--- src/sv/cle_pkg.sv ---
`timescale 1ns / 1ps
// ----------------------------------------------------------------------------
// cle_pkg: shared types and constants of the console line editor
// Command codes, control characters, echo sequence table and result kinds.
// ----------------------------------------------------------------------------
package cle_pkg;

  // control characters recognized on the receive side
  localparam logic [7:0] CH_CR  = 8'h0D;
  localparam logic [7:0] CH_LF  = 8'h0A;
  localparam logic [7:0] CH_DEL = 8'h7F;
  localparam logic [7:0] CH_FF  = 8'h0C;

  // result kinds
  localparam logic [1:0] KIND_ECHO    = 2'd0;
  localparam logic [1:0] KIND_CONTENT = 2'd1;
  localparam logic [1:0] KIND_MARK    = 2'd2;

  // positions in the echo sequence table
  localparam int         SEQ_W         = 5;
  localparam logic [4:0] SEQ_FF_FIRST  = 5'd0;
  localparam logic [4:0] SEQ_FF_LAST   = 5'd9;
  localparam logic [4:0] SEQ_EOL_FIRST = 5'd10;
  localparam logic [4:0] SEQ_EOL_LAST  = 5'd15;
  localparam logic [4:0] SEQ_DEL_FIRST = 5'd16;
  localparam logic [4:0] SEQ_DEL_LAST  = 5'd18;

  // command classes handed from the front to the back
  typedef enum logic [1:0] {
    CMD_EOL,
    CMD_DEL,
    CMD_FF,
    CMD_APPEND
  } cmd_t;

  // one queued word: command class and the received byte
  typedef struct packed {
    cmd_t       cmd;
    logic [7:0] data;
  } cmd_item_t;

  // back end sequencer states
  typedef enum logic [2:0] {
    BS_IDLE,
    BS_APP,
    BS_CONT,
    BS_MARK,
    BS_SEQ
  } back_state_t;

  // echo sequence table: clear/home/prompt, crlf/prompt, rubout
  function automatic logic [7:0] seq_byte(input logic [4:0] pos);
    logic [7:0] b;
    case (pos)
      5'd0:    b = 8'h1B;
      5'd1:    b = 8'h5B;
      5'd2:    b = 8'h32;
      5'd3:    b = 8'h4A;
      5'd4:    b = 8'h1B;
      5'd5:    b = 8'h5B;
      5'd6:    b = 8'h3B;
      5'd7:    b = 8'h48;
      5'd8:    b = 8'h3E;
      5'd9:    b = 8'h20;
      5'd10:   b = 8'h0D;
      5'd11:   b = 8'h0A;
      5'd12:   b = 8'h0D;
      5'd13:   b = 8'h0A;
      5'd14:   b = 8'h3E;
      5'd15:   b = 8'h20;
      5'd16:   b = 8'h08;
      5'd17:   b = 8'h20;
      5'd18:   b = 8'h08;
      default: b = 8'h00;
    endcase
    return b;
  endfunction

endpackage

--- src/sv/cle_if.sv ---
`timescale 1ns / 1ps
// ----------------------------------------------------------------------------
// cle_if: channel interfaces of the console line editor
// Receive byte channel, result channel and configuration write channel.
// ----------------------------------------------------------------------------
interface cle_in_if;
  logic       valid;
  logic       ready;
  logic [7:0] rx_byte;
  modport source (output valid, output rx_byte, input ready);
  modport sink (input valid, input rx_byte, output ready);
endinterface

interface cle_out_if;
  logic       valid;
  logic       ready;
  logic [7:0] out_byte;
  logic [1:0] out_kind;
  logic       last_of_run;
  modport source (output valid, output out_byte, output out_kind, output last_of_run,
                  input ready);
  modport sink (input valid, input out_byte, input out_kind, input last_of_run,
                output ready);
endinterface

interface cle_cfg_if;
  logic       valid;
  logic       ready;
  logic [5:0] line_size;
  modport source (output valid, output line_size, input ready);
  modport sink (input valid, input line_size, output ready);
endinterface

--- src/sv/cle_front.sv ---
`timescale 1ns / 1ps
// ----------------------------------------------------------------------------
// cle_front: receive side of the console line editor
// Classifies each received byte and holds it in a two-word command queue.
// ----------------------------------------------------------------------------
module cle_front (
  input  logic                clk,
  input  logic                rst_n,
  input  logic                in_valid,
  output logic                in_ready,
  input  logic [7:0]          in_data,
  output logic                q_valid,
  input  logic                q_ready,
  output cle_pkg::cmd_item_t  q_item
);

  cle_pkg::cmd_item_t q_mem_r [2];
  logic               wr_ptr_r, wr_ptr_nxt;
  logic               rd_ptr_r, rd_ptr_nxt;
  logic [1:0]         count_r, count_nxt;
  logic               push, pop;
  cle_pkg::cmd_item_t item_new;

  // classify the received byte
  always_comb begin
    item_new.data = in_data;
    case (in_data)
      cle_pkg::CH_CR, cle_pkg::CH_LF: item_new.cmd = cle_pkg::CMD_EOL;
      cle_pkg::CH_DEL:                item_new.cmd = cle_pkg::CMD_DEL;
      cle_pkg::CH_FF:                 item_new.cmd = cle_pkg::CMD_FF;
      default:                        item_new.cmd = cle_pkg::CMD_APPEND;
    endcase
  end

  // queue handshakes
  assign in_ready = (count_r != 2'd2);
  assign q_valid  = (count_r != 2'd0);
  assign q_item   = q_mem_r[rd_ptr_r];
  assign push     = in_valid && in_ready;
  assign pop      = q_valid && q_ready;

  // pointer and count update
  always_comb begin
    wr_ptr_nxt = push ? ~wr_ptr_r : wr_ptr_r;
    rd_ptr_nxt = pop ? ~rd_ptr_r : rd_ptr_r;
    count_nxt  = count_r + {1'b0, push} - {1'b0, pop};
  end

  always_ff @(posedge clk) begin
    if (!rst_n) begin
      wr_ptr_r <= 1'b0;
      rd_ptr_r <= 1'b0;
      count_r  <= 2'd0;
    end else begin
      wr_ptr_r <= wr_ptr_nxt;
      rd_ptr_r <= rd_ptr_nxt;
      count_r  <= count_nxt;
    end
  end

  // queue storage
  always_ff @(posedge clk) begin
    if (push) begin
      q_mem_r[wr_ptr_r] <= item_new;
    end
  end

endmodule

--- src/sv/cle_back.sv ---
`timescale 1ns / 1ps
// ----------------------------------------------------------------------------
// cle_back: execution side of the console line editor
// Sequencer that owns the line store and fill count and emits result words.
// ----------------------------------------------------------------------------
module cle_back #(
  parameter int LINE_DEPTH = 32
) (
  input  logic               clk,
  input  logic               rst_n,
  input  logic [5:0]         line_size,
  input  logic               q_valid,
  output logic               q_ready,
  input  cle_pkg::cmd_item_t q_item,
  output logic               out_valid,
  input  logic               out_ready,
  output logic [7:0]         out_byte,
  output logic [1:0]         out_kind,
  output logic               last_of_run
);

  localparam int IDX_W = (LINE_DEPTH > 2) ? $clog2(LINE_DEPTH) : 1;

  cle_pkg::back_state_t state_r, state_nxt;
  cle_pkg::cmd_t        cmd_r, cmd_nxt;
  logic [7:0]           byte_r, byte_nxt;
  logic [IDX_W-1:0]     fill_r, fill_nxt;
  logic [IDX_W-1:0]     idx_r, idx_nxt;
  logic [4:0]           seq_r, seq_nxt;
  logic [7:0]           line_mem [LINE_DEPTH];
  logic [7:0]           rd_data_r;
  logic                 wr_en;

  logic                 out_valid_r;
  logic [7:0]           out_byte_r;
  logic [1:0]           out_kind_r;
  logic                 out_last_r;

  logic                 emit, emit_ok;
  logic [7:0]           emit_byte;
  logic [1:0]           emit_kind;
  logic                 emit_last;

  logic [6:0]           size_m1;
  logic [IDX_W-1:0]     cap;
  logic                 seq_end;
  logic                 cont_end;
  logic [4:0]           seq_last;

  // usable capacity from the line size register, saturated to the store
  always_comb begin
    size_m1 = {1'b0, line_size} - 7'd1;
    if (line_size == 6'd0) begin
      cap = '0;
    end else if (size_m1 > 7'(LINE_DEPTH - 1)) begin
      cap = IDX_W'(LINE_DEPTH - 1);
    end else begin
      cap = size_m1[IDX_W-1:0];
    end
  end

  // end of the echo sequence of the current command
  always_comb begin
    case (cmd_r)
      cle_pkg::CMD_FF:  seq_last = cle_pkg::SEQ_FF_LAST;
      cle_pkg::CMD_EOL: seq_last = cle_pkg::SEQ_EOL_LAST;
      default:          seq_last = cle_pkg::SEQ_DEL_LAST;
    endcase
  end

  assign emit_ok  = !out_valid_r || out_ready;
  assign seq_end  = (seq_r == seq_last);
  assign cont_end = (idx_r == fill_r - 1'b1);

  // next state
  always_comb begin
    state_nxt = state_r;
    case (state_r)
      cle_pkg::BS_IDLE: begin
        if (q_valid) begin
          case (q_item.cmd)
            cle_pkg::CMD_EOL:
              state_nxt = (fill_r == '0) ? cle_pkg::BS_MARK : cle_pkg::BS_CONT;
            cle_pkg::CMD_FF:
              state_nxt = cle_pkg::BS_SEQ;
            cle_pkg::CMD_DEL:
              state_nxt = (fill_r != '0) ? cle_pkg::BS_SEQ : cle_pkg::BS_IDLE;
            default:
              state_nxt = (fill_r < cap) ? cle_pkg::BS_APP : cle_pkg::BS_IDLE;
          endcase
        end
      end
      cle_pkg::BS_APP: begin
        if (emit_ok) state_nxt = cle_pkg::BS_IDLE;
      end
      cle_pkg::BS_CONT: begin
        if (emit_ok && cont_end) begin
          state_nxt = (cmd_r == cle_pkg::CMD_EOL) ? cle_pkg::BS_MARK : cle_pkg::BS_IDLE;
        end
      end
      cle_pkg::BS_MARK: begin
        if (emit_ok) state_nxt = cle_pkg::BS_SEQ;
      end
      cle_pkg::BS_SEQ: begin
        if (emit_ok && seq_end) begin
          state_nxt = (cmd_r == cle_pkg::CMD_FF && fill_r != '0) ?
                      cle_pkg::BS_CONT : cle_pkg::BS_IDLE;
        end
      end
      default: state_nxt = cle_pkg::BS_IDLE;
    endcase
  end

  // datapath and emit controls per state
  always_comb begin
    q_ready   = 1'b0;
    emit      = 1'b0;
    emit_byte = byte_r;
    emit_kind = cle_pkg::KIND_ECHO;
    emit_last = 1'b0;
    wr_en     = 1'b0;
    cmd_nxt   = cmd_r;
    byte_nxt  = byte_r;
    fill_nxt  = fill_r;
    idx_nxt   = idx_r;
    seq_nxt   = seq_r;
    case (state_r)
      cle_pkg::BS_IDLE: begin
        q_ready = 1'b1;
        if (q_valid) begin
          cmd_nxt  = q_item.cmd;
          byte_nxt = q_item.data;
          idx_nxt  = '0;
          case (q_item.cmd)
            cle_pkg::CMD_EOL: seq_nxt = cle_pkg::SEQ_EOL_FIRST;
            cle_pkg::CMD_FF:  seq_nxt = cle_pkg::SEQ_FF_FIRST;
            default:          seq_nxt = cle_pkg::SEQ_DEL_FIRST;
          endcase
          // rubout drops the last byte at once, its echo reads no content
          if (q_item.cmd == cle_pkg::CMD_DEL && fill_r != '0) begin
            fill_nxt = fill_r - 1'b1;
          end
        end
      end
      cle_pkg::BS_APP: begin
        emit      = 1'b1;
        emit_last = 1'b1;
        if (emit_ok) begin
          wr_en    = 1'b1;
          fill_nxt = fill_r + 1'b1;
        end
      end
      cle_pkg::BS_CONT: begin
        emit      = 1'b1;
        emit_byte = rd_data_r;
        emit_kind = (cmd_r == cle_pkg::CMD_EOL) ? cle_pkg::KIND_CONTENT : cle_pkg::KIND_ECHO;
        emit_last = (cmd_r == cle_pkg::CMD_FF) && cont_end;
        if (emit_ok) idx_nxt = idx_r + 1'b1;
      end
      cle_pkg::BS_MARK: begin
        emit      = 1'b1;
        emit_byte = 8'(fill_r);
        emit_kind = cle_pkg::KIND_MARK;
        if (emit_ok) fill_nxt = '0;
      end
      cle_pkg::BS_SEQ: begin
        emit      = 1'b1;
        emit_byte = cle_pkg::seq_byte(seq_r);
        emit_last = seq_end && !(cmd_r == cle_pkg::CMD_FF && fill_r != '0);
        if (emit_ok) begin
          seq_nxt = seq_r + 5'd1;
          if (seq_end) idx_nxt = '0;
        end
      end
      default: begin
        emit = 1'b0;
      end
    endcase
  end

  // control registers
  always_ff @(posedge clk) begin
    if (!rst_n) begin
      state_r     <= cle_pkg::BS_IDLE;
      fill_r      <= '0;
      out_valid_r <= 1'b0;
    end else begin
      state_r <= state_nxt;
      fill_r  <= fill_nxt;
      if (emit && emit_ok) begin
        out_valid_r <= 1'b1;
      end else if (out_ready) begin
        out_valid_r <= 1'b0;
      end
    end
  end

  // payload registers
  always_ff @(posedge clk) begin
    cmd_r  <= cmd_nxt;
    byte_r <= byte_nxt;
    idx_r  <= idx_nxt;
    seq_r  <= seq_nxt;
    if (emit && emit_ok) begin
      out_byte_r <= emit_byte;
      out_kind_r <= emit_kind;
      out_last_r <= emit_last;
    end
  end

  // line store, read data follows the next content index
  always_ff @(posedge clk) begin
    if (wr_en) begin
      line_mem[fill_r] <= byte_r;
    end
    rd_data_r <= line_mem[idx_nxt];
  end

  assign out_valid   = out_valid_r;
  assign out_byte    = out_byte_r;
  assign out_kind    = out_kind_r;
  assign last_of_run = out_last_r;

endmodule

--- src/sv/console_line_editor_top.sv ---
`timescale 1ns / 1ps
// ----------------------------------------------------------------------------
// console_line_editor_top: console line editor
// Canonical line discipline: echo, rubout, redraw and line hand-off.
// ----------------------------------------------------------------------------
// Received bytes are classified and queued (two words deep), then carried out
// one at a time by a sequencer that emits one result word per cycle within a
// run, while the output is taken, into a single output register. An ordinary
// byte gives its echo, a rubout a three-byte rubout echo, a form feed the
// redraw sequence and the held bytes, and a line ending the held bytes, a
// length marker and the line end sequence. A dropped byte or a rubout on an
// empty line gives no result. The line size register is taken on every write
// and should change only while the editor is idle.
module console_line_editor_top #(
  parameter int LINE_DEPTH = 32
) (
  input  logic       clk,
  input  logic       rst_n,
  cle_in_if.sink     in_ch,
  cle_out_if.source  out_ch,
  cle_cfg_if.sink    cfg_ch
);

  logic               q_valid;
  logic               q_ready;
  cle_pkg::cmd_item_t q_item;
  logic [5:0]         line_size_r;

  // line size register
  assign cfg_ch.ready = 1'b1;

  always_ff @(posedge clk) begin
    if (!rst_n) begin
      line_size_r <= 6'd32;
    end else if (cfg_ch.valid) begin
      line_size_r <= cfg_ch.line_size;
    end
  end

  // classify and queue
  cle_front u_front (
    .clk      (clk),
    .rst_n    (rst_n),
    .in_valid (in_ch.valid),
    .in_ready (in_ch.ready),
    .in_data  (in_ch.rx_byte),
    .q_valid  (q_valid),
    .q_ready  (q_ready),
    .q_item   (q_item)
  );

  // execute and emit
  cle_back #(
    .LINE_DEPTH (LINE_DEPTH)
  ) u_back (
    .clk         (clk),
    .rst_n       (rst_n),
    .line_size   (line_size_r),
    .q_valid     (q_valid),
    .q_ready     (q_ready),
    .q_item      (q_item),
    .out_valid   (out_ch.valid),
    .out_ready   (out_ch.ready),
    .out_byte    (out_ch.out_byte),
    .out_kind    (out_ch.out_kind),
    .last_of_run (out_ch.last_of_run)
  );

endmodule

--- src/flat_wrapper.sv ---
// flat-port wrapper written by rule: the top's interface ports become plain ports
module console_line_editor_top_flat 
#(
  parameter int LINE_DEPTH = 32
)
  (clk, rst_n, in_ch_valid, in_ch_rx_byte, in_ch_ready, out_ch_valid, out_ch_out_byte, out_ch_out_kind, out_ch_last_of_run, out_ch_ready, cfg_ch_valid, cfg_ch_line_size, cfg_ch_ready);
  cle_in_if in_ch_i ();
  cle_out_if out_ch_i ();
  cle_cfg_if cfg_ch_i ();
  input  logic clk;
  input  logic rst_n;
  input wire logic [$bits(in_ch_i.valid)-1:0] in_ch_valid;
  input wire logic [$bits(in_ch_i.rx_byte)-1:0] in_ch_rx_byte;
  output wire logic [$bits(in_ch_i.ready)-1:0] in_ch_ready;
  output wire logic [$bits(out_ch_i.valid)-1:0] out_ch_valid;
  output wire logic [$bits(out_ch_i.out_byte)-1:0] out_ch_out_byte;
  output wire logic [$bits(out_ch_i.out_kind)-1:0] out_ch_out_kind;
  output wire logic [$bits(out_ch_i.last_of_run)-1:0] out_ch_last_of_run;
  input wire logic [$bits(out_ch_i.ready)-1:0] out_ch_ready;
  input wire logic [$bits(cfg_ch_i.valid)-1:0] cfg_ch_valid;
  input wire logic [$bits(cfg_ch_i.line_size)-1:0] cfg_ch_line_size;
  output wire logic [$bits(cfg_ch_i.ready)-1:0] cfg_ch_ready;
  assign in_ch_i.valid = in_ch_valid;
  assign in_ch_i.rx_byte = in_ch_rx_byte;
  assign in_ch_ready = in_ch_i.ready;
  assign out_ch_valid = out_ch_i.valid;
  assign out_ch_out_byte = out_ch_i.out_byte;
  assign out_ch_out_kind = out_ch_i.out_kind;
  assign out_ch_last_of_run = out_ch_i.last_of_run;
  assign out_ch_i.ready = out_ch_ready;
  assign cfg_ch_i.valid = cfg_ch_valid;
  assign cfg_ch_i.line_size = cfg_ch_line_size;
  assign cfg_ch_ready = cfg_ch_i.ready;
  console_line_editor_top #(.LINE_DEPTH(LINE_DEPTH)) u_core (.clk(clk), .rst_n(rst_n), .in_ch(in_ch_i), .out_ch(out_ch_i), .cfg_ch(cfg_ch_i));
endmodule
--- config.mk ---
export PLATFORM = sky130hd
export DESIGN_NAME = console_line_editor_top_flat
export DESIGN_NICKNAME = d
export VERILOG_FILES = /design/src/sv/cle_pkg.sv /design/src/sv/cle_if.sv /design/src/sv/cle_front.sv /design/src/sv/cle_back.sv /design/src/sv/console_line_editor_top.sv /design/src/flat_wrapper.sv
export SDC_FILE = /design/constraint.sdc
export NUM_CORES = 1
export LEC_CHECK = 0
export BUFFER_PORTS_ARGS = -buffer_cell sky130_fd_sc_hd__buf_4
export CORE_MARGIN = 3
export CORE_UTILIZATION = 60
export CTS_BUF_LIST = sky130_fd_sc_hd__clkbuf_8
export CTS_CLUSTER_DIAMETER = 200
export CTS_CLUSTER_SIZE = 30
export DETAILED_ROUTE_END_ITERATION = 8
export PLACE_DENSITY = 0.73
export RECOVER_POWER = 25
export SETUP_SLACK_MARGIN = 0.1
export SYNTH_ARGS = -nofsm -noshare
export SYNTH_HDL_FRONTEND = slang
export SYNTH_SLANG_ARGS = --single-unit
--- constraint.sdc ---
create_clock -name clk -period 3.5 [get_ports clk]
set_input_delay 0.7 -clock clk [delete_from_list [all_inputs] [get_ports clk]]
set_output_delay 0.7 -clock clk [all_outputs]
set_load 0.05 [all_outputs]
[Word-level counts from Yosys, hierarchy flattened]
Memory sizes are Yosys's and may differ from the RTL's. A register that Yosys moved wholly into a read port is not among the register bits.
Cells that the tools add are included.
Cells by class
  add/subtract/negate cells: 7
  $lt $le $gt $ge: 2
  eq/ne operators: 21
  mux-type cells: 47
  bitwise operators: 2
  reduce and logical (&&, ||, !) cells: 28
Operators with widths (number)
  $mux 5: 13
  $pmux 5 s2: 3
  $pmux 5 s3: 2
  $eq 8x4->1 const B: 3
  $pmux 8 s3: 1
  $mux 3: 6
  $add 5x1->5 const B: 3
  $mux 1: 15
  $pmux 3 s5: 1
  $ne 2x2->1 const B: 7
  $eq 5x5->1: 2
  $reduce_and 5->1: 2
  $logic_and 1x1->1: 9
  $pmux 3 s3: 1
  $eq 8x7->1 const B: 1
  $gt 7x5->1 const B: 1
  $sub 6x1->7 const B: 1
  $eq 3x2->1 const B: 2
  $logic_not 6->1: 1
  $pmux 2 s3: 1
  $reduce_bool 2->1: 3
  $logic_not 5->1: 1
  $lt 5x5->1: 1
  $reduce_bool 5->1: 1
  other kinds (21): 26
Word-level totals
  bits in registers: 50
  memory bits (writable): 276
  bits in read-only memories: 224
  input port bits: 19
  output and inout bits: 14
  word-level logic and storage cells: 124
  memories: 3
Memories
  u_core.u_back.line_mem: depth 32, width 8, rd ports 1, clocked after memory_dff 1, write ports 1, line cle_back.sv:30  | logic [7:0] line_mem [LINE_DEPTH];
  (name not given): depth 32, width 7, rd ports 1, clocked after memory_dff 1, write ports 0, line cle_pkg.sv:54  | case (pos)
  u_core.u_front.q_mem_r: depth 2, width 10, rd ports 1, clocked after memory_dff 1, write ports 1, line cle_front.sv:17  | cle_pkg::cmd_item_t q_mem_r [2];

[Logic depth before layout (Yosys ltp)]
Gate-level depths: netlist (run 1).
  word-level depth: 9
  depth in mapped cells: 13

[Hierarchy]
A second synthesis (run 1) with hierarchy kept.
Unflattened totals
  cells, all modules: 1100
  area total of the unflattened synthesis: 14833.0 um2
By module, submodules not included
  cle_back: times used 1, cells each 1009, area each 13555.5 um2, sequential area each 9048.7 um2
  cle_front: times used 1, cells each 70, area each 1039.7 um2, sequential area each 700.7 um2
  console_line_editor_top: times used 1, cells each 21, area each 237.7 um2, sequential area each 120.1 um2

[Worst setup path before layout (run 1)]
OpenSTA, ideal clock, no wires.
  path kind: input-to-reg
  start point: in out_ch_ready
  end point: reg u_core.u_back.rd_data_r[6], read port of u_core.u_back.line_mem
  library setup time: 0.132 ns
  data arrival time: 2.501 ns
  required time: 3.368 ns
  slack: 0.867 ns
  stages: 11
  cell sequence: nor2b_1 buf_4 or3_4 a31oi_4 and2_4 inv_4 buf_4 a211oi_1 a31oi_1 o41ai_1 nor4_2
Between the ends
  word-level cells in the longest chain between the ends: 3
  elaborated cells between the ends (all ways): 4
Ends and longest elaborated chain
  start, declared: line flat_wrapper.sv:19  | input wire logic [$bits(out_ch_i.ready)-1:0] out_ch_ready;
  $logic_or 1x1->1 (*): line cle_back.sv:71  | assign emit_ok = !out_valid_r || out_ready;
  $mux 5 (on tied branches): line cle_back.sv:170, cle_back.sv:158
  $pmux 5 s3 (*): line cle_back.sv:127  | case (state_r)
  end, declared: line cle_back.sv:31  | logic [7:0] rd_data_r;
Every way passes the cells marked *; elsewhere a longest branch is shown, timed or not.
A chain may end at the register's enable or synchronous reset.

[Worst setup path in the final report (run 1)]
  start point: reg u_core.u_back.state_r[1]
  end point: reg u_core.u_back.rd_data_r[5], read port of u_core.u_back.line_mem
Between the ends
  word-level cells in the longest chain between the ends: 2
  elaborated cells between the ends (all ways): 4
Ends and longest elaborated chain
  start, declared: line cle_back.sv:24  | cle_pkg::back_state_t state_r, state_nxt;
  start signal, assigned: line cle_back.sv:184  | state_r <= cle_pkg::BS_IDLE;
  start signal, assigned: line cle_back.sv:188  | state_r <= state_nxt;
  $eq 3x3->1 (tied with other cells): line cle_back.sv:127
  $pmux 5 s3 (*): line cle_back.sv:127
Marked as above.

==> results of run 1 <==
-- kinds of logic after synthesis --
kind of cell               count (synthesis)
muxes                                     28
xor gates and xnor gates                  15
adders and majority gates                 19
and+or+nand+nor                          350
DFF                                      342
other                                      1
AOI/OAI and AO/OA                        309
buffers and inverters                     98
-- metrics by stage --
stage          setup slack, ns  area, sq um  utilization, %  power, mW
6_report                 0.290        16000            66.8       10.1
5_1_grt                  0.191        16000            66.8       10.6
4_1_cts                  0.331        16000            67.0       10.1
3_5_place_dp             0.176        15800            65.9       8.58
3_3_place_gp             0.306        15800            65.9       8.49
2_1_floorplan            0.867        14900               -       7.55
-- path summary, 6_finish.rpt --
check | startpoint | end | slack, ns | cells after the start
worst min-delay path | cfg_ch_line_size[5] | u_core.line_size_r[5] | 0.35 | 3
worst min register to register | u_core.u_front.rd_ptr_r | register | 0.53 | 2
worst max-delay path | u_core.u_back.state_r[1] | u_core.u_back.rd_data_r[5] | 0.29 | 11
worst max register to register | u_core.u_back.state_r[1] | u_core.u_back.rd_data_r[5] | 0.29 | 11
-- registers in the layout, summed over array words and instances, names as in the netlist, 6 cells and up, named ones only --
name and flops:
u_core.line_size_r 6, u_core.u_back.byte_r 8, u_core.u_back.line_mem 256, u_core.u_back.out_byte 8
u_core.u_back.rd_data_r 8, u_core.u_front.q_mem_r 20
-- synthesized netlist by cell type (3+ instances only) --
master and number:
edfxtp_1 302, nor3_1 11, and2_1 8, mux2i_1 16
nor2b_1 6, buf_1 3, or3_1 9, a21boi_0 24
mux2_2 12, o21ai_1 3, o211ai_1 7, nor2_1 78
o22ai_1 20, xnor2_1 10, ha_1 19, dfxtp_1 40
a21o_1 5, nor4_1 11, o21a_1 4, clkbuf_1 37
o21ai_0 43, nand3_1 19, a211oi_1 93, buf_4 11
inv_1 16, a21oi_1 27, a31oi_1 48, xor2_1 5
nand2b_1 7, o41ai_1 9, buf_2 21, and3_1 69
o211a_1 4, buf_6 5, nand2_1 119
-- area by class of cell --
class | count | area [sq um]
Sequential cell | 342 | 9870
Fill cell | 1772 | 7930
Multi-Input combinational cell | 722 | 4520
Timing Repair Buffer | 108 | 841
Tap cell | 319 | 399
Clock buffer | 15 | 206
Inverter | 20 | 77.6
Clock inverter | 10 | 53.8
-- tightest hold or removal path, delay by kind of cell --
kind / cells / cell delay (ns)
buffers and inverters: 1 / 0.08
multiplexers: 1 / 0.06
AND/OR/NAND/NOR: 1 / 0.06
-- power by group --
group | total [mW] | leakage [nW] | switching [mW] | internal [mW]
Clock | 1.56 | 0.166 | 1.14 | 0.425
Sequential | 5.59 | 3.05 | 0.396 | 5.19
Combinational | 2.91 | 2.31 | 1.91 | 0.998
Total | 10.1 | 5.53 | 3.44 | 6.62
-- metal layers --
layer	up-vias	global-route usage, %	share of wire, %
met4	0	7.80	2.8
met3	57	3.40	7.3
met5	-	0	0
met2	390	43.3	49
li1	4552	-	-
met1	4835	37.2	41
==> flow_summary.toml, run 1 <==
[synthesis]
async_flop_share_pct = 0
yosysSeqAreaShare_pct = 66.4
synth-xor-area-share_pct = 0.884
syn_nets = 1200
ys_ff_latch = 342
synth_compound_area_share_pct = 14.4
yosysWarnings = 0
syn-cell-area_sq_um = 14900
synth_top_family_by_area = "compound AO/OA/AOI/OAI gates"
synth_mux_area_share_pct = 1.99
synth_top_cells_by_area = "edfxtp_1 61%, dfxtp_1 5.4%, a211oi_1 4.7%"
synthSimpleGateAreaFrac_pct = 11.5
synthCells = 1162
yosysUniqueCellTypes = 70
synth_edf_count = 302
synth_ff_type = "edfxtp_1"
synth_top_cell_area_share_pct = 61.1
avgSynthCellArea_sq_um = 12.8
synth-adder-area-share_pct = 1.60
synthDominantAreaCellType = "edfxtp_1"

[setup_path]
crit_path_max_fanout = 13
crit_path_end_kind = "register"
worst-setup-path-type = "register to register"
arrival_ns = 3.65
crit_slowest_cell = "dfxtp_1"
slowest_delay_ns = 0.55
path_common_cell = "buf_4"
critPathBufInv = 4
start_kind = "register"
required_ns = 3.94
path_cells = "buf_4 > nor3b_2 > buf_4 > a31oi_1 > a21o_2 > inv_2 > buf_4 > a211oi_1 > o21ai_0 > nand2_1 > nor4_1"
cp_top_family = "simple AND/OR/NAND/NOR gates"

[timing]
setup_violations = 0
rsz0062_at_grt = "no"
skew_ns = 0.0296
layout_min_cycle_time_ns = 3.21
final-hold-violation-count = 0
fin_tns_setup_ns = 0
min_period_over_period_pct = 91.7
tightest_slew_ns = 1.67
hold_slack_ns = 0.351
report.final.slew_viol_count = 68
slew_headroom_pct = -11.3
fmax_ghz = 0.312

[cells_and_area]
layout.cells.most_common = "edfxtp_1"
drive_gt1_share_pct = 11.5
final_cell_mix = "302 x edfxtp_1, 119 x nand2_1, 93 x a211oi_1"
syn_to_final_growth_pct = 7.50
finalNonFillerCells = 1536
diodes = 0
fin_nets = 1247

[routing]
routed_wl_um = 34800
routedWlPerCell_um = 22.7
ant_nets = 0
vias = 9834
first_iter_violations = 1140
route.detailed.drc = 0
drt-pass1-iter-count = 5
viasPerCell = 6.40

[status]
run_status = "finished, violations left"
violations = "max-capacitance violations, max-slew violations"

[placement]
globalplace.congestion = 0.898
io_buffers = 31
place_inst = 1511
dp_hpwl_um = 23000

[clocking]
cts_root_buf = "clkbuf_8"
cts.sinks = 342
cts_tree = "built"
hold_buffers = 0
post_cts_buffers = 0
clock_latency_ns = 0.56
cts_made_buffers = 15
htreeDepth = 1
cts_max_path_buffers = 3
cts_resized = 0
path_clk_slew_ns = 0.17

[worst_hold_path]
hold_path_class = "input pin to register"

[floorplan]
die_h_um = 163
start_util_pct = 62.2
std_cell_rows = 56
die_x_um = 163
dieArea_sq_um = 26700
ios = 33
design.core.area_sq_um = 23900

[flow_run]
maxCapViolCount = 2

[pwr]
power_density_nw_per_um2 = 630
ir_drop_mv = 0.518
p_leak_nw = 5.53

[grt]
grt_pass1_wl_um = 53600
grtUsageTotal_pct = 26.3
grt_pass1_vias = 9308
grt_max_degree = 89
grt_overflow = 0
antenna_found_initial = 0
(Power assumes the default switching activity.)
==> run 2, diff against run 1 <==
Settings changed: ABC_AREA set to 1.
==> run 2 against run 1 <==
Compared with the run above: design area up 6.3%; the run still ends with max-capacitance violations, max-slew violations left; setup slack better by 0.094 ns; first-iteration DRC count up 41%; via count up 19%; fmax up 3.0%; largest power group unchanged; sequential power about the same; largest cell class unchanged; flip-flop and latch count unchanged; sequential share of layout area down 3.6 points; combinational power down 15%; non-clock buffer count down 21; cell count up 29%.
==> flow_summary.toml, run 2 <==
[status]
run_status = "finished, violations left"
violations = "max-capacitance violations, max-slew violations"

[pwr]
power_density_nw_per_um2 = 572
switchingPower_mw = 3.34
ir_drop_mv = 0.497
p_seq_share_pct = 57.9
p_sw_share_pct = 34.4
comb_power_share_pct = 25.6
p_leak_nw = 7.02
p_clk_share_pct = 16.5
power.internal_mw = 6.36
power_mw = 9.70

[clocking]
cts_root_buf = "clkbuf_8"
cts_max_path_buffers = 3
cts_tree = "built"
cts.sinks = 342
clock_latency_ns = 0.58
hold_buffers = 0
post_cts_buffers = 0
cts_made_buffers = 15
path_clk_slew_ns = 0.17
htreeDepth = 1

[floorplan]
dieArea_sq_um = 28800
die_h_um = 170
start_util_pct = 61.4
design.core.area_sq_um = 26200
die_x_um = 170
std_cell_rows = 59
ios = 33

[placement]
place_area_sq_um = 16800
place_inst = 1955
dp_hpwl_um = 25600
globalplace.congestion = 0.905
io_buffers = 31
dp_slack_ns = 0.0421

[synthesis]
synth_compound_area_share_pct = 3.69
synth-xor-area-share_pct = 0.817
synth_mux_area_share_pct = 0.560
synth-adder-area-share_pct = 1.48
yosysSeqAreaShare_pct = 61.3
syn_nets = 1655
yosysWarnings = 0
synth_edf_count = 302
ys_ff_latch = 342
synth_most_common_cell = "inv_1"
syn-cell-area_sq_um = 16100
synthCells = 1617
synth_top_cell_area_share_pct = 56.4
async_flop_share_pct = 0
synthDominantAreaCellType = "edfxtp_1"
synth_top_family_by_area = "simple AND/OR/NAND/NOR gates"
synth_top_cells_by_area = "edfxtp_1 56%, nand3_1 7.8%, inv_1 7.2%"
yosysUniqueCellTypes = 48
avgSynthCellArea_sq_um = 9.95
synth_ff_type = "edfxtp_1"
synth_top_cells_by_count = "307 x inv_1, 302 x edfxtp_1, 255 x nand2_1"
synthSimpleGateAreaFrac_pct = 21.6

[routing]
drt-pass1-iter-count = 5
first_iter_violations = 1612
vias = 11696
route.detailed.drc = 0
routed_wl_um = 40200
routedWlPerCell_um = 20.3
viasPerCell = 5.91
ant_nets = 0

[timing]
hold_slack_ns = 0.329
tightest_slew_ns = 2.04
min_period_over_period_pct = 89.0
setup_violations = 0
fmax_ghz = 0.321
layout_min_cycle_time_ns = 3.12
slew_headroom_pct = -36.1
fin_tns_setup_ns = 0
skew_ns = 0.0543
final-hold-violation-count = 0
report.final.slew_viol_count = 99
rsz0062_at_grt = "no"
setup_slack_ns = 0.385

[setup_path]
crit_path_end_kind = "register"
start_kind = "register"
crit_slowest_cell = "nor2_1"
critPathBufInv = 4
worst-setup-path-type = "register to register"
path_common_cell = "nor2_1"
cp_top_family = "simple AND/OR/NAND/NOR gates"
arrival_ns = 3.42
path_cells = "inv_1 > nor2_1 > inv_1 > nor2_1 > inv_1 > nor2_1 > nand2_1 > nor2_1 > buf_4"
slowest_delay_ns = 0.56
crit_path_max_fanout = 8
required_ns = 3.80

[grt]
grt_pass1_wl_um = 62500
grt_overflow = 0
antenna_found_initial = 0
grtUsageTotal_pct = 27.9
grt_pass1_vias = 11114
grt_max_degree = 129

[cells_and_area]
layout.cells.most_common = "inv_1"
nFillCells = 2127
top_register = "u_core.u_back.line_mem"
drive_gt1_share_pct = 8.15
diodes = 0
top_regs = "u_core.u_back.line_mem: 256 flops, u_core.u_front.q_mem_r: 20 flops"
finalNonFillerCells = 1979
largest_reg_flops = 256
fin_nets = 1675
finalInstanceArea_sq_um = 17000
syn_to_final_growth_pct = 5.45
fin_util_pct = 64.7
final_cell_mix = "316 x inv_1, 302 x edfxtp_1, 255 x nand2_1"

[flow_run]
maxCapViolCount = 3

[worst_hold_path]
hold_path_class = "input pin to register"
## run 2: cell types whose count changed after synthesis, sizes merged, moves of 16 or more
cell    delta
a211oi    -89
a21boi    -24
a31oi     -47
and3      -69
buf       +38
clkbuf    -32
inv      +299
mux2i     -16
nand2    +143
nand3    +232
nand4    +130
o22ai     -21
## run 2: layout make-up
type                    instances  area (sq um)  area share, %
flip-flops and latches        342          9870           58.2
multi-input cells             869          4560           26.9
inverters                     322          1210           7.14
repair buffers                 87           654           3.86
well taps                     335           419           2.47
clock buffers                  15           206           1.22
clock inverters                 9          50.0          0.295
## run 2: what timing repair did
action / 4_1_cts / 5_1_grt
hold endpoints to repair: 0 / 0
gates resized for setup: 0 / 3
setup endpoints to repair: 0 / 9
## run 2: cell families (layout without fill, tap and decap cells)
kind of cell / count (synthesis) / in the layout
flip-flops: 342 / 342
buffers and inverters: 406 / 433
adder cells (fa/ha/maj): 19 / 19
AO/OA/AOI/OAI: 100 / 100
AND/OR/NAND/NOR: 726 / 726
other: 1 / 1
XOR/XNOR: 15 / 15
multiplexers: 8 / 8
## run 2: layer usage
layer	vias to the layer above	part of all wire (%)	track usage, %
li1	5495	-	-
met1	5610	41	39.3
met2	513	48	45.7
met3	78	8.2	3.33
met4	0	3.4	9.21
met5	-	0	0
## run 2: power groups by stage
stage               Combinational [mW]  Sequential (mW)  Clock (mW)
finish                            2.48             5.62        1.60
global route                      2.75             5.65        1.78
CTS                               2.50             5.60        1.63
detailed placement                2.49             5.69           0
global placement                  2.44             5.67           0
floorplan                         1.42             5.74           0
## run 2: path summary, 6_finish.rpt
check,slack (ns),start,endpoint,cells past startpoint
worst max-delay path,0.38,u_core.u_back.state_r[0],u_core.u_back.line_mem[7][2],9
worst min-delay path,0.33,cfg_ch_line_size[5],u_core.line_size_r[5],3
worst max register to register,0.38,u_core.u_back.state_r[0],u_core.u_back.line_mem[7][2],9
worst min register to register,0.47,u_core.u_front.rd_ptr_r,u_core.u_front.rd_ptr_r,1
## run 2: worst reg2reg max path, stage by stage, from the launching register on
cell,delay (ns)
dfxtp_1,0.44
inv_1,0.08
nor2_1,0.29
inv_1,0.13
nor2_1,0.26
inv_1,0.18
nor2_1,0.24
nand2_1,0.43
nor2_1,0.56
buf_4,0.24
==> run 3, diff against run 2 <==
Clock period 3.5 ns to 3.7 ns, I/O delays scaled along.
==> run 3 against run 2 <==
Compared with the run above: the flow still finishes with violations (max-capacitance violations, max-slew violations); flip-flop and latch count stayed put; worst hold slack better by 0.049 ns; combinational power is 3% lower; clock power is 6% lower; die area stayed put; sequential share of layout area is 0.69 points higher; non-clock buffer count is 21 lower; largest cell class unchanged; highest routed layer unchanged.
==> flow_summary.toml, run 3 (same netlist as run 2, synthesis figures left out) <==
[timing]
slew_headroom_pct = -33.8
rsz0062_at_grt = "no"
skew_ns = 0.0536
layout_min_cycle_time_ns = 3.27
setup_violations = 0
final-hold-violation-count = 0
fin_tns_setup_ns = 0
min_period_over_period_pct = 88.4
report.final.slew_viol_count = 203
fmax_ghz = 0.306
tightest_slew_ns = 2.01

[setup_path]
arrival_ns = 3.48
crit_path_end_kind = "register"
startpoint = "u_core.u_back.state_r[0]"
r2r_start = "u_core.u_back.state_r[0]"
worst-setup-path-type = "register to register"
required_ns = 3.91
start_kind = "register"
crit_path_max_fanout = 8

[pwr]
comb_power_share_pct = 26.2
p_sw_share_pct = 34.4
p_clk_share_pct = 16.5
switchingPower_mw = 3.15
power_density_nw_per_um2 = 546
p_leak_nw = 6.89
power.internal_mw = 6.00
ir_drop_mv = 0.433
p_seq_share_pct = 57.2

[grt]
antenna_found_initial = 0
grt_overflow = 0
grt_pass1_vias = 10986
grt_max_degree = 113
grtUsageTotal_pct = 27.1
grt_pass1_wl_um = 61000

[clocking]
htreeDepth = 1
hold_buffers = 0
clock_latency_ns = 0.58
cts_made_buffers = 15
cts_root_buf = "clkbuf_8"
cts_resized = 0
cts_tree = "built"
path_clk_slew_ns = 0.17
cts.sinks = 342
post_cts_buffers = 0
cts_max_path_buffers = 3

[routing]
ant_nets = 0
routedWlPerCell_um = 20.0
route.detailed.drc = 0
drt-pass1-iter-count = 5
vias = 11571
routed_wl_um = 39100
first_iter_violations = 1497
viasPerCell = 5.91

[status]
violations = "max-capacitance violations, max-slew violations"
run_status = "finished, violations left"

[placement]
place_area_sq_um = 16600
globalplace.congestion = 0.921
dp_hpwl_um = 25100
io_buffers = 31

[cells_and_area]
drive_gt1_share_pct = 6.84
final_cell_mix = "315 x inv_1, 302 x edfxtp_1, 255 x nand2_1"
largest_reg_flops = 256
fin_nets = 1654
finalInstanceArea_sq_um = 16800
nFillCells = 2130
top_register = "u_core.u_back.line_mem"
top_regs = "u_core.u_back.line_mem: 256 flops, u_core.u_front.q_mem_r: 20 flops"
syn_to_final_growth_pct = 4.22
diodes = 0
layout.cells.most_common = "inv_1"

[floorplan]
std_cell_rows = 59
start_util_pct = 61.4
dieArea_sq_um = 28800
design.core.area_sq_um = 26200
ios = 33
die_h_um = 170
die_x_um = 170

[flow_run]
maxCapViolCount = 6

[worst_hold_path]
hold_path_class = "input pin to register"
min_from = "cfg_ch_line_size[5]"
==> run 3: layout make-up <==
cell class / instances / area (sq um) / share of cell area [%]
clock buffers: 15 / 206 / 1.23
repair buffers: 66 / 464 / 2.77
flip-flops and latches: 342 / 9870 / 58.9
inverters: 322 / 1210 / 7.21
multi-input cells: 869 / 4550 / 27.1
well taps: 335 / 419 / 2.50
clock inverters: 9 / 50.0 / 0.298
==> run 3: final timing paths <==
check,slack (ns),end,cells past startpoint
min reg2reg,0.46,u_core.u_back.line_mem[22][6],0
max reg2reg,0.43,u_core.u_back.line_mem[21][0],8
min,0.38,u_core.line_size_r[5],3
max,0.43,u_core.u_back.line_mem[21][0],8
==> run 3: worst max-delay path, cell delays in order (launching register included) <==
cell and delay [ns]:
dfxtp_1 0.46, inv_1 0.09, nor2_1 0.29, inv_1 0.12, nor2_1 0.29, inv_1 0.19
nor2_1 0.27, nand2_1 0.45, nor2_1 0.75
==> run 3: metrics by stage <==
step / utilization, % / std cells / hold slack, ns / power (mW) / worst slack, ns
2_1_floorplan: - / 1617 / 0.426 / 6.78 / 1.14
5_1_grt: 64.0 / 1958 / 0.383 / 9.57 / 0.249
4_1_cts: 64.2 / 1958 / 0.326 / 9.17 / 0.496
3_5_place_dp: 63.2 / 1934 / 0.452 / 7.71 / 0.349
6_report: 64.0 / 1958 / 0.378 / 9.15 / 0.430
3_3_place_gp: 63.2 / 1934 / 0.438 / 7.65 / 0.391
==> run 3: routing by layer <==
| layer | vias up | GRT usage (%) | routed length, um |
|---|---|---|---|
| met5 | - | 0 | 0 |
| met3 | 98 | 3.52 | 2960 |
| li1 | 5453 | - | - |
| met2 | 520 | 44.6 | 18800 |
| met1 | 5500 | 37.4 | 15800 |
| met4 | 0 | 9.78 | 1540 |
==> run 3: power groups by stage <==
stage          clock, mW  sequential (mW)  combinational [mW]
6_report            1.51             5.24                2.40
5_1_grt             1.66             5.27                2.64
4_1_cts             1.54             5.20                2.43
3_5_place_dp           0             5.29                2.42
3_3_place_gp           0             5.28                2.37
2_1_floorplan          0             5.43                1.35
